### src/hdl/flc_pkg.sv
// ----------------------------------------------------------------------------
// flc_pkg
// Types, constants and helpers shared by the full linear convolution block.
// ----------------------------------------------------------------------------
`default_nettype none

package flc_pkg;

  localparam int MAX_TAPS    = 16;
  localparam int SAMPLE_BITS = 16;
  localparam int PROD_W      = 2 * SAMPLE_BITS;
  localparam int OUT_W       = 36;
  localparam int CFG_W       = 5;
  localparam int IDX_W       = 4;
  localparam int TAPS_RESET  = 16;
  localparam int TAP_CNT_W   = $clog2(MAX_TAPS + 1);
  localparam int CMP_W       = (TAP_CNT_W > CFG_W) ? TAP_CNT_W : CFG_W;
  localparam int TREE_LEVELS = $clog2(MAX_TAPS);
  localparam int TREE_LEAVES = 1 << TREE_LEVELS;

  localparam logic ACT_LOAD   = 1'b0;
  localparam logic ACT_SAMPLE = 1'b1;

  typedef struct packed {
    logic                          action;
    logic [IDX_W-1:0]              tap_index;
    logic signed [SAMPLE_BITS-1:0] value;
    logic                          last_sample;
  } flc_in_t;

  typedef struct packed {
    logic signed [OUT_W-1:0] conv_value;
    logic                    last_result;
  } flc_out_t;

  typedef struct packed {
    logic issue;
    logic clear;
    logic tap_we;
    logic use_tap;
  } flc_cell_ctl_t;

  typedef enum logic {
    ST_RUN,
    ST_FLUSH
  } flc_state_t;

  // sign extend or wrap a product to the output width
  function automatic logic signed [OUT_W-1:0] fit_out(input logic signed [PROD_W-1:0] p);
    logic signed [PROD_W+OUT_W-1:0] w;
    w = (PROD_W + OUT_W)'(p);
    return w[OUT_W-1:0];
  endfunction

endpackage

`default_nettype wire

### src/hdl/flc_sum_tree.sv
// ----------------------------------------------------------------------------
// flc_sum_tree
// Registered binary adder tree over the cell products, one level per stage,
// with per-level valid and backpressure.
// ----------------------------------------------------------------------------
`default_nettype none

module flc_sum_tree
  import flc_pkg::*;
(
  input  logic                    clk,
  input  logic                    rst,
  input  logic                    in_valid,
  input  logic                    in_last,
  input  logic signed [OUT_W-1:0] leaves [MAX_TAPS],
  output logic                    in_ready,
  output logic                    out_valid,
  input  logic                    out_ready,
  output flc_out_t                out_data
);

  logic signed [OUT_W-1:0] leaf [TREE_LEAVES];
  logic signed [OUT_W-1:0] node [1:TREE_LEAVES-1];
  logic                    lvl_valid [0:TREE_LEVELS];
  logic                    lvl_last  [0:TREE_LEVELS];
  logic                    lvl_ready [1:TREE_LEVELS+1];

  genvar i, k, s;

  generate
    for (i = 0; i < TREE_LEAVES; i++) begin : g_leaf
      if (i < MAX_TAPS) begin : g_live
        assign leaf[i] = leaves[i];
      end else begin : g_pad
        assign leaf[i] = '0;
      end
    end
  endgenerate

  assign lvl_valid[0]             = in_valid;
  assign lvl_last[0]              = in_last;
  assign lvl_ready[TREE_LEVELS+1] = out_ready;

  generate
    for (s = 1; s <= TREE_LEVELS; s++) begin : g_stage
      assign lvl_ready[s] = !lvl_valid[s] || lvl_ready[s+1];

      always_ff @(posedge clk) begin
        if (rst) begin
          lvl_valid[s] <= 1'b0;
        end else if (lvl_ready[s]) begin
          lvl_valid[s] <= lvl_valid[s-1];
        end
      end

      always_ff @(posedge clk) begin
        if (lvl_ready[s]) begin
          lvl_last[s] <= lvl_last[s-1];
        end
      end
    end
  endgenerate

  generate
    for (k = 1; k < TREE_LEAVES; k++) begin : g_node
      localparam int STG = TREE_LEVELS - ($clog2(k + 1) - 1);
      if (2 * k >= TREE_LEAVES) begin : g_from_leaf
        always_ff @(posedge clk) begin
          if (lvl_ready[STG]) begin
            node[k] <= leaf[2*k-TREE_LEAVES] + leaf[2*k+1-TREE_LEAVES];
          end
        end
      end else begin : g_from_node
        always_ff @(posedge clk) begin
          if (lvl_ready[STG]) begin
            node[k] <= node[2*k] + node[2*k+1];
          end
        end
      end
    end
  endgenerate

  assign in_ready             = lvl_ready[1];
  assign out_valid            = lvl_valid[TREE_LEVELS];
  assign out_data.conv_value  = node[1];
  assign out_data.last_result = lvl_last[TREE_LEVELS];

endmodule

`default_nettype wire
### config.mk
export PLATFORM = sky130hd
export DESIGN_NAME = flc_sum_tree
export DESIGN_NICKNAME = d
export VERILOG_FILES = /design/src/hdl/flc_pkg.sv /design/src/hdl/flc_sum_tree.sv
export SDC_FILE = /design/constraint.sdc
export NUM_CORES = 2
export LEC_CHECK = 0
export BUFFER_PORTS_ARGS = -buffer_cell sky130_fd_sc_hd__buf_2
export CORE_UTILIZATION = 48
export CTS_BUF_LIST = sky130_fd_sc_hd__clkbuf_16
export CTS_CLUSTER_DIAMETER = 30
export DETAILED_ROUTE_END_ITERATION = 8
export GPL_ROUTABILITY_DRIVEN = 0
export PLACE_DENSITY = 0.69
export SLEW_MARGIN = 20
export SYNTH_ARGS = -nofsm -noshare
export SYNTH_HDL_FRONTEND = slang
export SYNTH_SLANG_ARGS = --single-unit
### constraint.sdc
create_clock -name clk -period 8.8 [get_ports clk]
set_clock_uncertainty 0.05 [all_clocks]
set_input_delay 0.44 -clock clk [delete_from_list [all_inputs] [get_ports clk]]
set_output_delay 0.44 -clock clk [all_outputs]
set_load 0.005 [all_outputs]
==> results.md <==
* Status: finished clean
* H-Tree Depth at 3
* GRT Total Usage at 24.6%
* Slew @ Worst Pin at 1.12 ns
* Fmax at 263 MHz
* Clock Path Buffers at 3
* Sink Count at 548
* Yosys warning total at 0
* CP Capture Point: node[0][178]$_DFFE_PP_
* Post-synthesis area per instance at 9.90 um2
* I/O pins at 620
* Die width at 305 um
* Wire length of the first global-routing pass at 185,000 um
* Row count at 110
* Critical Path AT at 4.13 ns
* Clock power share at 25.2%
* Largest net degree at the start of global routing at 154
* Number of global-route vias before repair at 35,600
* Core area at 0.0904 mm2
* CP Launch Type: flip-flop
* Max Slew Vio Count at 0
* Vias at 36,900
* Violation count after the first detailed-route iteration at 2,709
* Die Y at 305 um
* Clock-pin slew on the worst setup and hold paths at 0.05 ns
* CTS tree: done
* Initial antenna violation count at 3
* Sequential power share at 27.5%
* Post-synth ARST share at 0%
* Total grt overflow at 0
* P&R area growth vs syn at 18.5%
* Share of cells above drive strength 1 at 16.7%
* Design Area, Final at 0.0522 mm2
* Final hold violations at 0
* RSZ-0062 raised after global routing: no
* Dpl hpwl at 95,600 um
* Synth area leader: edfxtp_1
* HP Class: in -> reg
* R2R Path Start: node[0][288]$_DFFE_PP_
* CP startpoint: node[0][288]$_DFFE_PP_
* Synth area leaders: edfxtp_1 37%, ha_1 15%, xnor2_1 6.3%
* CP Capture Type: flip-flop
* Sw Ratio at 38.6%
* CTS buffer count at 116
* Sw Pwr at 6.95 mW
* Reg2reg setup slack at 5.00 ns
* Cell Int Power at 11.1 mW
* Die area at 0.0931 mm2
* Mapped Nets at 5,575
* Critical path data required time at 9.14 ns
* Share of the synthesized area in the top cell type at 37.1%
* Combinational share of power at 47.4%
* Clock Latency Late Sink at 0.67 ns
* Setup TNS at 0 ns
* Clock root cell: clkbuf_16
* Post-CTS Setup Inserts at 0
* Crit Path Max Fanout at 3
* Via density at 5.83
* Routed Antenna Nets at 0
* Final setup viols at 0
* Fin crit period at 3.80 ns
* Leakage at 23.4 nW
* Starting Density at 48.7%
* P per Cell Area at 345 mW/mm2
* Pre-antenna DRT Iters at 8
* R2R depth at 11
* Port buffer count at 619
* Final Cycle Share at 43.2%
* Max cap viols at 0
* R2r endpoint: node[0][178]$_DFFE_PP_
* Syn Inst Count at 4,454
* Syn Std Cell Area at 0.0441 mm2
* Final WL at 118,000 um
* Fin nets at 6,171
* Setup CP Type: reg -> reg
* Drt drc at 0
* Area after DPL at 0.0480 mm2
* Synthesized flop and latch total at 548
* # fillers at 7,799
* Max IR drop VDD at 0.000199 V
* Post-synthesis sequential area ratio at 37.2%
* Post-synthesis cell type count at 79
* Synth Flop Type: edfxtp_1
* Number of enable flip-flop cells after synthesis at 544
* Slew headroom at 25.1%
* Wire per inst at 18.7 um
## registers in the layout (all words and copies together) (netlist names)
signal	count
lvl_last	3
out_valid	1
node	540
lvl_valid	3
out_data	1
## metrics by stage
step	power, mW	setup WS [ns]	cells	hold WS [ns]	utilization, %
finish	18.0	5.00	6332	0.0436	57.8
global placement	13.3	4.86	6104	0.355	53.1
detailed placement	13.4	4.78	6104	0.359	53.1
floorplan	11.1	0.931	4454	0.350	-
global route	19.2	4.72	6331	0.0278	57.8
CTS	18.1	5.07	6329	0.0152	57.7
## layer usage
| layer | track usage, % | wire, um |
|---|---|---|
| met1 | 33.2 | 53500 |
| met2 | 40.6 | 54700 |
| met3 | 3.23 | 6690 |
| met4 | 8.22 | 3200 |
| met5 | 0 | 0 |
## final cells by class
| type | instances | area [um2] | area share [%] |
|---|---|---|---|
| diodes | 3 | 7.51 | 0.0144 |
| clock buffers | 118 | 2950 | 5.65 |
| clock inverters | 103 | 1210 | 2.32 |
| inverters | 111 | 422 | 0.807 |
| multi-input cells | 3645 | 26600 | 50.8 |
| flip-flops and latches | 548 | 16400 | 31.4 |
| well taps | 1176 | 1470 | 2.82 |
| repair buffers | 628 | 3190 | 6.10 |
## synthesized netlist by cell type, types with 27 or more instances
cell type / instances
inv_1: 111
edfxtp_1: 544
a31oi_1: 42
ha_1: 525
o31ai_1: 32
clkbuf_1: 110
xor2_1: 157
buf_4: 37
nand3_1: 74
a21o_1: 334
a21oi_1: 491
a211oi_1: 60
o21ai_0: 261
o21a_1: 62
and4_1: 27
nor2_1: 257
o21bai_1: 98
xnor2_1: 318
nand2_1: 260
nand2b_1: 61
nor3_1: 61
nand4_1: 75
and3_1: 57
nor2b_1: 43
and2_1: 38
## power groups by stage
| stage | Clock, mW | Combinational (mW) | Sequential (mW) |
|---|---|---|---|
| 2_1_floorplan | 0 | 6.52 | 4.62 |
| 3_3_place_gp | 0 | 8.35 | 4.97 |
| 3_5_place_dp | 0 | 8.44 | 4.99 |
| 4_1_cts | 4.59 | 8.51 | 4.95 |
| 5_1_grt | 4.72 | 9.49 | 5.02 |
| 6_report | 4.53 | 8.53 | 4.95 |
## timing repair
| item | 4_1_cts | 5_1_grt |
|---|---|---|
| gates resized for setup | 0 | 0 |
| hold buffers | 4 | 0 |
| endpoints found under the hold margin | 6 | 0 |
## kinds of logic (layout without fill, tap and decap cells)
| kind of cell | count (synthesis) | after routing | synth area share [%] |
|---|---|---|---|
| XOR/XNOR | 475 | 475 | 9.44 |
| flip-flops | 548 | 548 | 37.2 |
| other | 0 | 3 | 0 |
| AO/OA/AOI/OAI | 1607 | 1607 | 23.7 |
| adder cells (fa/ha/maj) | 540 | 540 | 15.6 |
| multiplexers | 5 | 5 | 0.114 |
| buffers and inverters | 261 | 960 | 2.55 |
| AND/OR/NAND/NOR | 1018 | 1018 | 11.4 |
## cell usage in the layout (no fill, tap or decap), drive strengths merged, types with 15 or more instances in the layout
master	synthesis	routed
edfxtp	544	544
o31ai	32	32
o21bai	99	99
nand3	74	74
a21oi	493	493
a21o	335	335
clkinvlp	0	20
fa	15	15
o21a	62	62
o41ai	15	15
buf	40	624
nand2	260	260
nor2b	43	43
a41oi	19	19
nand2b	61	61
a211oi	60	60
xor2	157	157
and3	57	57
clkbuf	110	118
clkinv	0	34
inv	111	141
o211ai	25	25
a31oi	42	42
o21ai	266	266
nand4	75	75
nor3	61	61
xnor2	318	318
and4	27	27
bufinv	0	19
a221oi	26	26
ha	525	525
nor2	257	257
and2	39	39
## worst min path at each step
stage                                startpoint                      to  slack (ns)  cells after the start
after CTS                           leaves[360]  node[0][360]$_DFFE_PP_        0.02                      2
after floorplan           lvl_last[2]$_DFFE_PP_   lvl_last[1]$_DFFE_PP_        0.35                      0
final                               leaves[360]  node[0][360]$_DFFE_PP_        0.04                      2
after detailed placement  lvl_last[1]$_DFFE_PP_   out_data[0]$_DFFE_PP_        0.36                      0
after global placement    lvl_last[1]$_DFFE_PP_   out_data[0]$_DFFE_PP_        0.36                      0
after global routing                leaves[360]  node[0][360]$_DFFE_PP_        0.03                      2
## critical path: stages, from the launching register on
cell and delay, ns:
edfxtp_1 0.37, ha_1 0.23, fa_1 0.41, a21o_1 0.20, nand3_1 0.10, a31oi_1 0.15, o31ai_1 0.53, a2111oi_0 0.32
o21ai_0 0.39, a211oi_1 0.17, a2111oi_0 0.50, xnor2_1 0.11
Note: power is estimated with default switching activity, not from simulation.
