<file path="src/hdl/flc_pkg.sv">
// ----------------------------------------------------------------------------
// flc_pkg
// Types, constants and helpers shared by the full linear convolution block.
// ----------------------------------------------------------------------------
`default_nettype none

package flc_pkg;

  localparam int MAX_TAPS    = 16;
  localparam int SAMPLE_BITS = 16;
  localparam int PROD_W      = 2 * SAMPLE_BITS;
  localparam int OUT_W       = 36;
  localparam int CFG_W       = 5;
  localparam int IDX_W       = 4;
  localparam int TAPS_RESET  = 16;
  localparam int TAP_CNT_W   = $clog2(MAX_TAPS + 1);
  localparam int CMP_W       = (TAP_CNT_W > CFG_W) ? TAP_CNT_W : CFG_W;
  localparam int TREE_LEVELS = $clog2(MAX_TAPS);
  localparam int TREE_LEAVES = 1 << TREE_LEVELS;

  localparam logic ACT_LOAD   = 1'b0;
  localparam logic ACT_SAMPLE = 1'b1;

  typedef struct packed {
    logic                          action;
    logic [IDX_W-1:0]              tap_index;
    logic signed [SAMPLE_BITS-1:0] value;
    logic                          last_sample;
  } flc_in_t;

  typedef struct packed {
    logic signed [OUT_W-1:0] conv_value;
    logic                    last_result;
  } flc_out_t;

  typedef struct packed {
    logic issue;
    logic clear;
    logic tap_we;
    logic use_tap;
  } flc_cell_ctl_t;

  typedef enum logic {
    ST_RUN,
    ST_FLUSH
  } flc_state_t;

  // sign extend or wrap a product to the output width
  function automatic logic signed [OUT_W-1:0] fit_out(input logic signed [PROD_W-1:0] p);
    logic signed [PROD_W+OUT_W-1:0] w;
    w = (PROD_W + OUT_W)'(p);
    return w[OUT_W-1:0];
  endfunction

endpackage

`default_nettype wire

</file>
<file path="src/hdl/flc_cell.sv">
// ----------------------------------------------------------------------------
// flc_cell
// One tap cell: holds a kernel tap and one history sample, forms the
// registered product of its tap and its incoming sample (zero if the tap is unused).
// ----------------------------------------------------------------------------
`default_nettype none

module flc_cell
  import flc_pkg::*;
(
  input  logic                          clk,
  input  logic                          rst,
  input  flc_cell_ctl_t                 ctl,
  input  logic signed [SAMPLE_BITS-1:0] tap_wdata,
  input  logic signed [SAMPLE_BITS-1:0] sample_in,
  output logic signed [SAMPLE_BITS-1:0] sample_out,
  output logic signed [PROD_W-1:0]      product
);

  logic signed [SAMPLE_BITS-1:0] tap;

  always_ff @(posedge clk) begin
    if (ctl.tap_we) begin
      tap <= tap_wdata;
    end
  end

  always_ff @(posedge clk) begin
    if (rst || ctl.clear) begin
      sample_out <= '0;
    end else if (ctl.issue) begin
      sample_out <= sample_in;
    end
  end

  always_ff @(posedge clk) begin
    if (ctl.issue) begin
      if (ctl.use_tap) begin
        product <= PROD_W'(tap) * PROD_W'(sample_in);
      end else begin
        product <= '0;
      end
    end
  end

endmodule

`default_nettype wire

</file>
<file path="config.mk">
export PLATFORM = sky130hd
export DESIGN_NAME = flc_cell
export DESIGN_NICKNAME = d
export VERILOG_FILES = /design/src/hdl/flc_pkg.sv /design/src/hdl/flc_cell.sv
export SDC_FILE = /design/constraint.sdc
export NUM_CORES = 1
export LEC_CHECK = 0
export BUFFER_PORTS_ARGS = -buffer_cell sky130_fd_sc_hd__buf_2
export CORE_MARGIN = 2
export CORE_UTILIZATION = 35
export DETAILED_ROUTE_END_ITERATION = 10
export PLACE_DENSITY = 0.62
export SLEW_MARGIN = 0
export SYNTH_ARGS = -nofsm -noshare
export SYNTH_HDL_FRONTEND = slang
export SYNTH_SLANG_ARGS = --single-unit
export TNS_END_PERCENT = 10
</file>
<file path="constraint.sdc">
create_clock -name clk -period 18.1 [get_ports clk]
set_input_delay 3.62 -clock clk [delete_from_list [all_inputs] [get_ports clk]]
set_output_delay 3.62 -clock clk [all_outputs]
set_load 0.02 [all_outputs]
</file>
==> flow_summary.json, run 1 <==
{
  "post_drt_via_cell_ratio": 4.79,
  "syn-cell-area_um2": 12100,
  "synth_top_area_frac": 0.435,
  "worst_pin_slew_ps": 781,
  "finalMaxSlewViolations": 0,
  "fin_setup_tns_ps": 0,
  "cts_max_path_buffers": 2,
  "syn-num-nets": 1611,
  "synth.area.top_cells": "fa_1, edfxtp_1, inv_1",
  "cts_resized": 0,
  "fp.dieW_um": 190,
  "yosysTopAreaCell": "fa_1",
  "r2r_setup_slack_ps": 11360,
  "slew_headroom": 0.479,
  "track_usage": 0.163,
  "cts_tree": "built",
  "rsz0062_at_grt": "no",
  "placedInstanceArea_um2": 12900,
  "num_vias": 8311,
  "min_path_type": "reg2reg",
  "antenna_found_initial": 0,
  "drt_iter0_markers": 296,
  "cts_buffers": 9,
  "crit_path_start_kind": "primary input",
  "cts.htree.levels": 3,
  "first_global_vias": 9047,
  "crit_type": "in2reg",
  "r2r-end": "product[31]",
  "cp.arrival_ps": 9640,
  "drtAntennaViolNets": 0,
  "clock_sinks": 64,
  "fin_area_um2": 13200,
  "setup_viol": 0,
  "drv_cap": 0,
  "grt_pass1_wl_mm": 45.8,
  "critPathRequiredTime_ps": 18290,
  "skew_ps": 11.3,
  "syn_area_per_cell_um2": 9.81,
  "clkSlewWorstSetupHoldPaths_ps": 70,
  "ys_ff_latch": 64,
  "clockRootBuffer": "clkbuf_16",
  "place_congestion": 0.874,
  "fmax_ghz": 0.106,
  "fp-row-count": 67,
  "drcViolationCount": 0,
  "r2r_start": "tap[15]",
  "pin_count": 86,
  "ys_types": 44,
  "dieArea_um2": 35900,
  "wirelength_mm": 27.3,
  "grt_max_degree": 49,
  "diodes": 0,
  "syn_inst": 1229,
  "critPathLaunch": "sample_in[1]",
  "post-route-min-period_ps": 9450,
  "clock_latency_ps": 360,
  "first_pass_iters": 5,
  "initial_core_util": 0.358,
  "core_um2": 33700,
  "ys_seq_area_frac": 0.146,
  "cp_max_fo": 17,
  "die_height_um": 190,
  "fin_hold_ws_ps": 493,
  "syn2layout_area_growth_pct": 9.23,
  "yosysWarnings": 0,
  "overflow": 0,
  "hpwl_mm": 22.5,
  "nets": 1664,
  "cts-hold-fix-buffers": 0,
  "final_util": 0.391,
  "final_hold_viol_count": 0,
  "drive_gt1_frac": 0.0886,
  "r2r_cells": 16,
  "portBuffers": 85,
  "outcome": "completed",
  "cts_setup_buffers": 0,
  "endpoint": "product[31]",
  "wl_per_cell_um": 15.7,
  "crit_path_end_kind": "flip-flop",
  "period_share": 0.522
}
per-layer routing:
layer	share of wire	wire length, µm	track usage
met2	0.51	14000	0.288
met4	0.031	856	0.0531
met5	0	0	0
met3	0.038	1040	0.0297
met1	0.42	11500	0.203
synthesized netlist by cell type, drive strengths merged:
| cell type | instances |
|---|---|
| xnor2 | 22 |
| o21ai | 12 |
| nor3 | 13 |
| inv | 292 |
| a41oi | 1 |
| a211o | 4 |
| nand3b | 1 |
| nand3 | 4 |
| o21a | 7 |
| o31ai | 3 |
| o31a | 2 |
| nand2 | 133 |
| mux2i | 18 |
| a31oi | 2 |
| fa | 262 |
| o41ai | 2 |
| clkbuf | 43 |
| dfxtp | 16 |
| a211oi | 4 |
| buf | 1 |
| nand4 | 5 |
| a2111oi | 1 |
| a21o | 10 |
| o21bai | 4 |
| or2 | 2 |
| nor2 | 51 |
| a21oi | 28 |
| nand2b | 6 |
| nor2b | 2 |
| or4 | 1 |
| a31o | 3 |
| or3 | 4 |
| and3 | 4 |
| or4b | 1 |
| edfxtp | 48 |
| nor4 | 1 |
| ha | 82 |
| and2 | 128 |
| xor2 | 6 |
cell type report:
type / instances / area, µm²
Fill cell: 3404 / 20500
Clock buffer: 9 / 225
Inverter: 292 / 1100
Multi-Input combinational cell: 829 / 9030
Timing Repair Buffer: 86 / 433
Sequential cell: 64 / 1760
Clock inverter: 7 / 58.8
Tap cell: 448 / 561
through the flow:
stage	std cells	setup WS [ps]
finish	1735	8650
global placement	1719	8460
floorplan	1229	8750
detailed placement	1719	8310
global route	1735	8360
CTS	1735	8690
registers in the layout (all words and copies together) (netlist names):
register,cells
product,32
tap,16
sample_out,16
cell usage in the layout, fill, tap and decap left out, types with 3 or more instances in the layout:
cell / netlist / routed
inv_1: 292 / 292
fa_1: 262 / 262
nand2_1: 132 / 132
and2_1: 128 / 128
buf_2: 0 / 85
ha_1: 82 / 82
nor2_1: 51 / 51
edfxtp_1: 48 / 48
a21oi_1: 28 / 28
xnor2_1: 22 / 22
mux2i_1: 18 / 18
dfxtp_1: 16 / 16
o21ai_0: 12 / 12
nor3_1: 12 / 12
a21o_1: 9 / 9
clkbuf_16: 0 / 9
o21a_1: 7 / 7
nand2b_1: 6 / 6
xor2_1: 6 / 6
nand4_1: 5 / 5
nand3_1: 4 / 4
or3_1: 4 / 4
a211oi_1: 4 / 4
and3_1: 4 / 4
o21bai_1: 4 / 4
inv_6: 0 / 4
a211o_1: 3 / 3
a31o_2: 3 / 3
logic make-up (layout without fill, tap and decap cells):
family          after synthesis  count (layout)  synth area share
flops                        64              64             0.146
mux                          18              18            0.0149
buf+inv                     336             394             0.105
compound gates               83              83            0.0473
fa+ha+maj                   344             344             0.520
xor+xnor                     28              28            0.0203
simple gates                356             356             0.146
worst min-delay path by stage:
stage / start / to / slack [ps] / cells after the start
floorplan: sample_out[0] / sample_out[0] / 580 / 2
global placement: sample_out[14] / sample_out[14] / 470 / 2
detailed placement: sample_out[0] / sample_out[0] / 480 / 2
CTS: sample_out[0] / sample_out[0] / 490 / 2
global route: sample_out[8] / sample_out[8] / 530 / 2
finish: sample_out[13] / sample_out[13] / 490 / 2
worst max-delay path, cell delays in order:
cell and delay (ps):
buf_2 260, nand2_1 150, inv_1 150, fa_1 550, fa_1 860, inv_1 160, fa_1 510, fa_1 570
fa_1 430, fa_1 490, inv_1 40, ha_1 360, a21oi_1 260, or4b_1 470, a31o_2 260, or3_1 340
a21oi_1 140
Power of run 1 is left out: the tool's default activity adds up to more than one toggle a clock period on the data nets, which glitch-free logic cannot reach.
==> inputs of run 2 (changes only) <==
==> constraint.sdc (replaced) <==
create_clock -name clk -period 9.2 [get_ports clk]
set_input_delay 1.84 -clock clk [delete_from_list [all_inputs] [get_ports clk]]
set_output_delay 1.84 -clock clk [all_outputs]
set_load 0.02 [all_outputs]
==> run 2 against run 1 <==
Critical endpoint unchanged. Global-route usage hardly changed. Sequential share of layout area about the same. Clock skew fell by 3.9 ps. Final area increased by 0.11%. Count of clock-buffer cells in the layout is 1 higher. Worst hold slack improved by 2.4 ps. Cell count did not move. Largest cell class unchanged. Routed wire length rose by 0.27%. Worst setup slack got worse by 7100 ps. Critical path type unchanged. Die area unchanged.
==> flow_summary.json, run 2 (same netlist as run 1, synthesis figures left out) <==
{
  "seqCellArea_um2": 1760,
  "cp.arrival_ps": 7840,
  "outcome": "completed",
  "crit_family": "adder cells",
  "core_um2": 33700,
  "crit_cells": 17,
  "drv_cap": 0,
  "slew_headroom": 0.464,
  "fin_setup_tns_ps": 0,
  "grt_pass1_wl_mm": 45.8,
  "fp.dieW_um": 190,
  "die_height_um": 190,
  "reg_top3": "product x32, sample_out x16, tap x16",
  "multi_input_area_um2": 9030,
  "cts-hold-fix-buffers": 0,
  "critPathBufInv": 4,
  "final_hold_viol_count": 0,
  "clkSlewWorstSetupHoldPaths_ps": 60,
  "diodes": 0,
  "place_congestion": 0.874,
  "first_global_vias": 8969,
  "nets": 1664,
  "layout_commonest_cell": "inv_1",
  "rsz0062_at_grt": "no",
  "overflow": 0,
  "cp_max_fo": 17,
  "crit_type": "in2reg",
  "setup_viol": 0,
  "wl_per_cell_um": 15.8,
  "critPathRequiredTime_ps": 9380,
  "crit_path_end_kind": "flip-flop",
  "crit_chain": "buf_2 > nand2_1 > inv_1 > fa_1 > fa_1 > inv_1 > fa_1 > fa_1 > fa_1 > fa_1 > inv_1 > ha_1 > a21oi_1 > or4b_1 > a31o_2 > or3_1 > a21oi_1",
  "largest_reg_flops": 32,
  "fp-row-count": 67,
  "fill_cells": 3394,
  "drcViolationCount": 0,
  "whs_path_depth": 2,
  "track_usage": 0.163,
  "cts.htree.levels": 3,
  "clockRootBuffer": "clkbuf_16",
  "skew_ps": 7.42,
  "crit_top_cell": "fa_1",
  "layout_common_cells": "inv_1, fa_1, nand2_1",
  "initial_core_util": 0.358,
  "crit_slowest_cell": "fa_1",
  "cts_resized": 0,
  "drt_iter0_markers": 316,
  "pin_count": 86,
  "cts_max_path_buffers": 2,
  "syn2layout_area_growth_pct": 9.35,
  "cts_tree": "built",
  "regMostFlops": "product",
  "num_vias": 8284,
  "r2r_setup_slack_ps": 2460,
  "cts_buffers": 9,
  "portBuffers": 85,
  "period_share": 0.833,
  "drtAntennaViolNets": 0,
  "clock_latency_ps": 350,
  "cts_setup_buffers": 0,
  "crit_path_start_kind": "primary input",
  "first_pass_iters": 4,
  "fmax_ghz": 0.131,
  "min_path_type": "reg2reg",
  "r2r_cells": 16,
  "worst_pin_slew_ps": 803,
  "drive_gt1_frac": 0.0886,
  "clock_sinks": 64,
  "hpwl_mm": 22.5,
  "antenna_found_initial": 0,
  "dieArea_um2": 35900,
  "post_drt_via_cell_ratio": 4.77,
  "finalMaxSlewViolations": 0,
  "grt_max_degree": 49,
  "post-route-min-period_ps": 7660,
  "max_stage_delay_ps": 850,
  "wirelength_mm": 27.4
}
[run 2: cell count changes in the layout (fill, tap and decap cells not counted)]
cell / delta
clkinv_4: +3
inv_4: -2
inv_6: -2
clkbuf_16: +1
clkinv_2: +1
inv_8: -1
[run 2: through the flow]
step | instances | hold slack (ps) | setup slack [ps] | utilization | area [µm²]
6_report | 1735 | 495 | 1540 | 0.391 | 13200
5_1_grt | 1735 | 524 | 1200 | 0.391 | 13200
4_1_cts | 1735 | 493 | 1570 | 0.391 | 13200
3_5_place_dp | 1719 | 477 | 1190 | 0.382 | 12900
3_3_place_gp | 1719 | 470 | 1340 | 0.382 | 12900
2_1_floorplan | 1229 | 584 | 1630 | - | 12100
[run 2: final cells by class]
type	count	share of cell area
inverter	292	0.0832
multi-input combinational	829	0.685
sequential	64	0.134
timing repair buffer	86	0.0328
clock buffer	10	0.0190
clock inverter	6	0.00370
tap	448	0.0425
[run 2: worst paths after layout]
| path | from | endpoint |
|---|---|---|
| setup / recovery | sample_in[1] | product[31] |
| hold / removal | sample_out[10] | sample_out[10] |
| setup reg to reg | tap[15] | product[31] |
| hold reg to reg | sample_out[10] | sample_out[10] |
[run 2: worst reg2reg max path: stages, from the launching register on]
cell	delay [ps]
edfxtp_1	770
nand2_1	210
inv_1	150
fa_1	550
fa_1	850
inv_1	160
fa_1	510
fa_1	580
fa_1	430
fa_1	490
inv_1	40
ha_1	360
a21oi_1	270
or4b_1	470
a31o_2	260
or3_1	340
a21oi_1	140
[run 2: per-layer routing]
metal  wire length (µm)  share of wire  global-route usage  up-vias
met5                  0              0                   0        -
met3               1080          0.039              0.0286       36
met1              11500           0.42               0.203     4297
li1                   -              -                   -     3778
met2              14100           0.52               0.292      173
met4                677          0.025              0.0420        0
Power of run 2 is left out for the same reason.
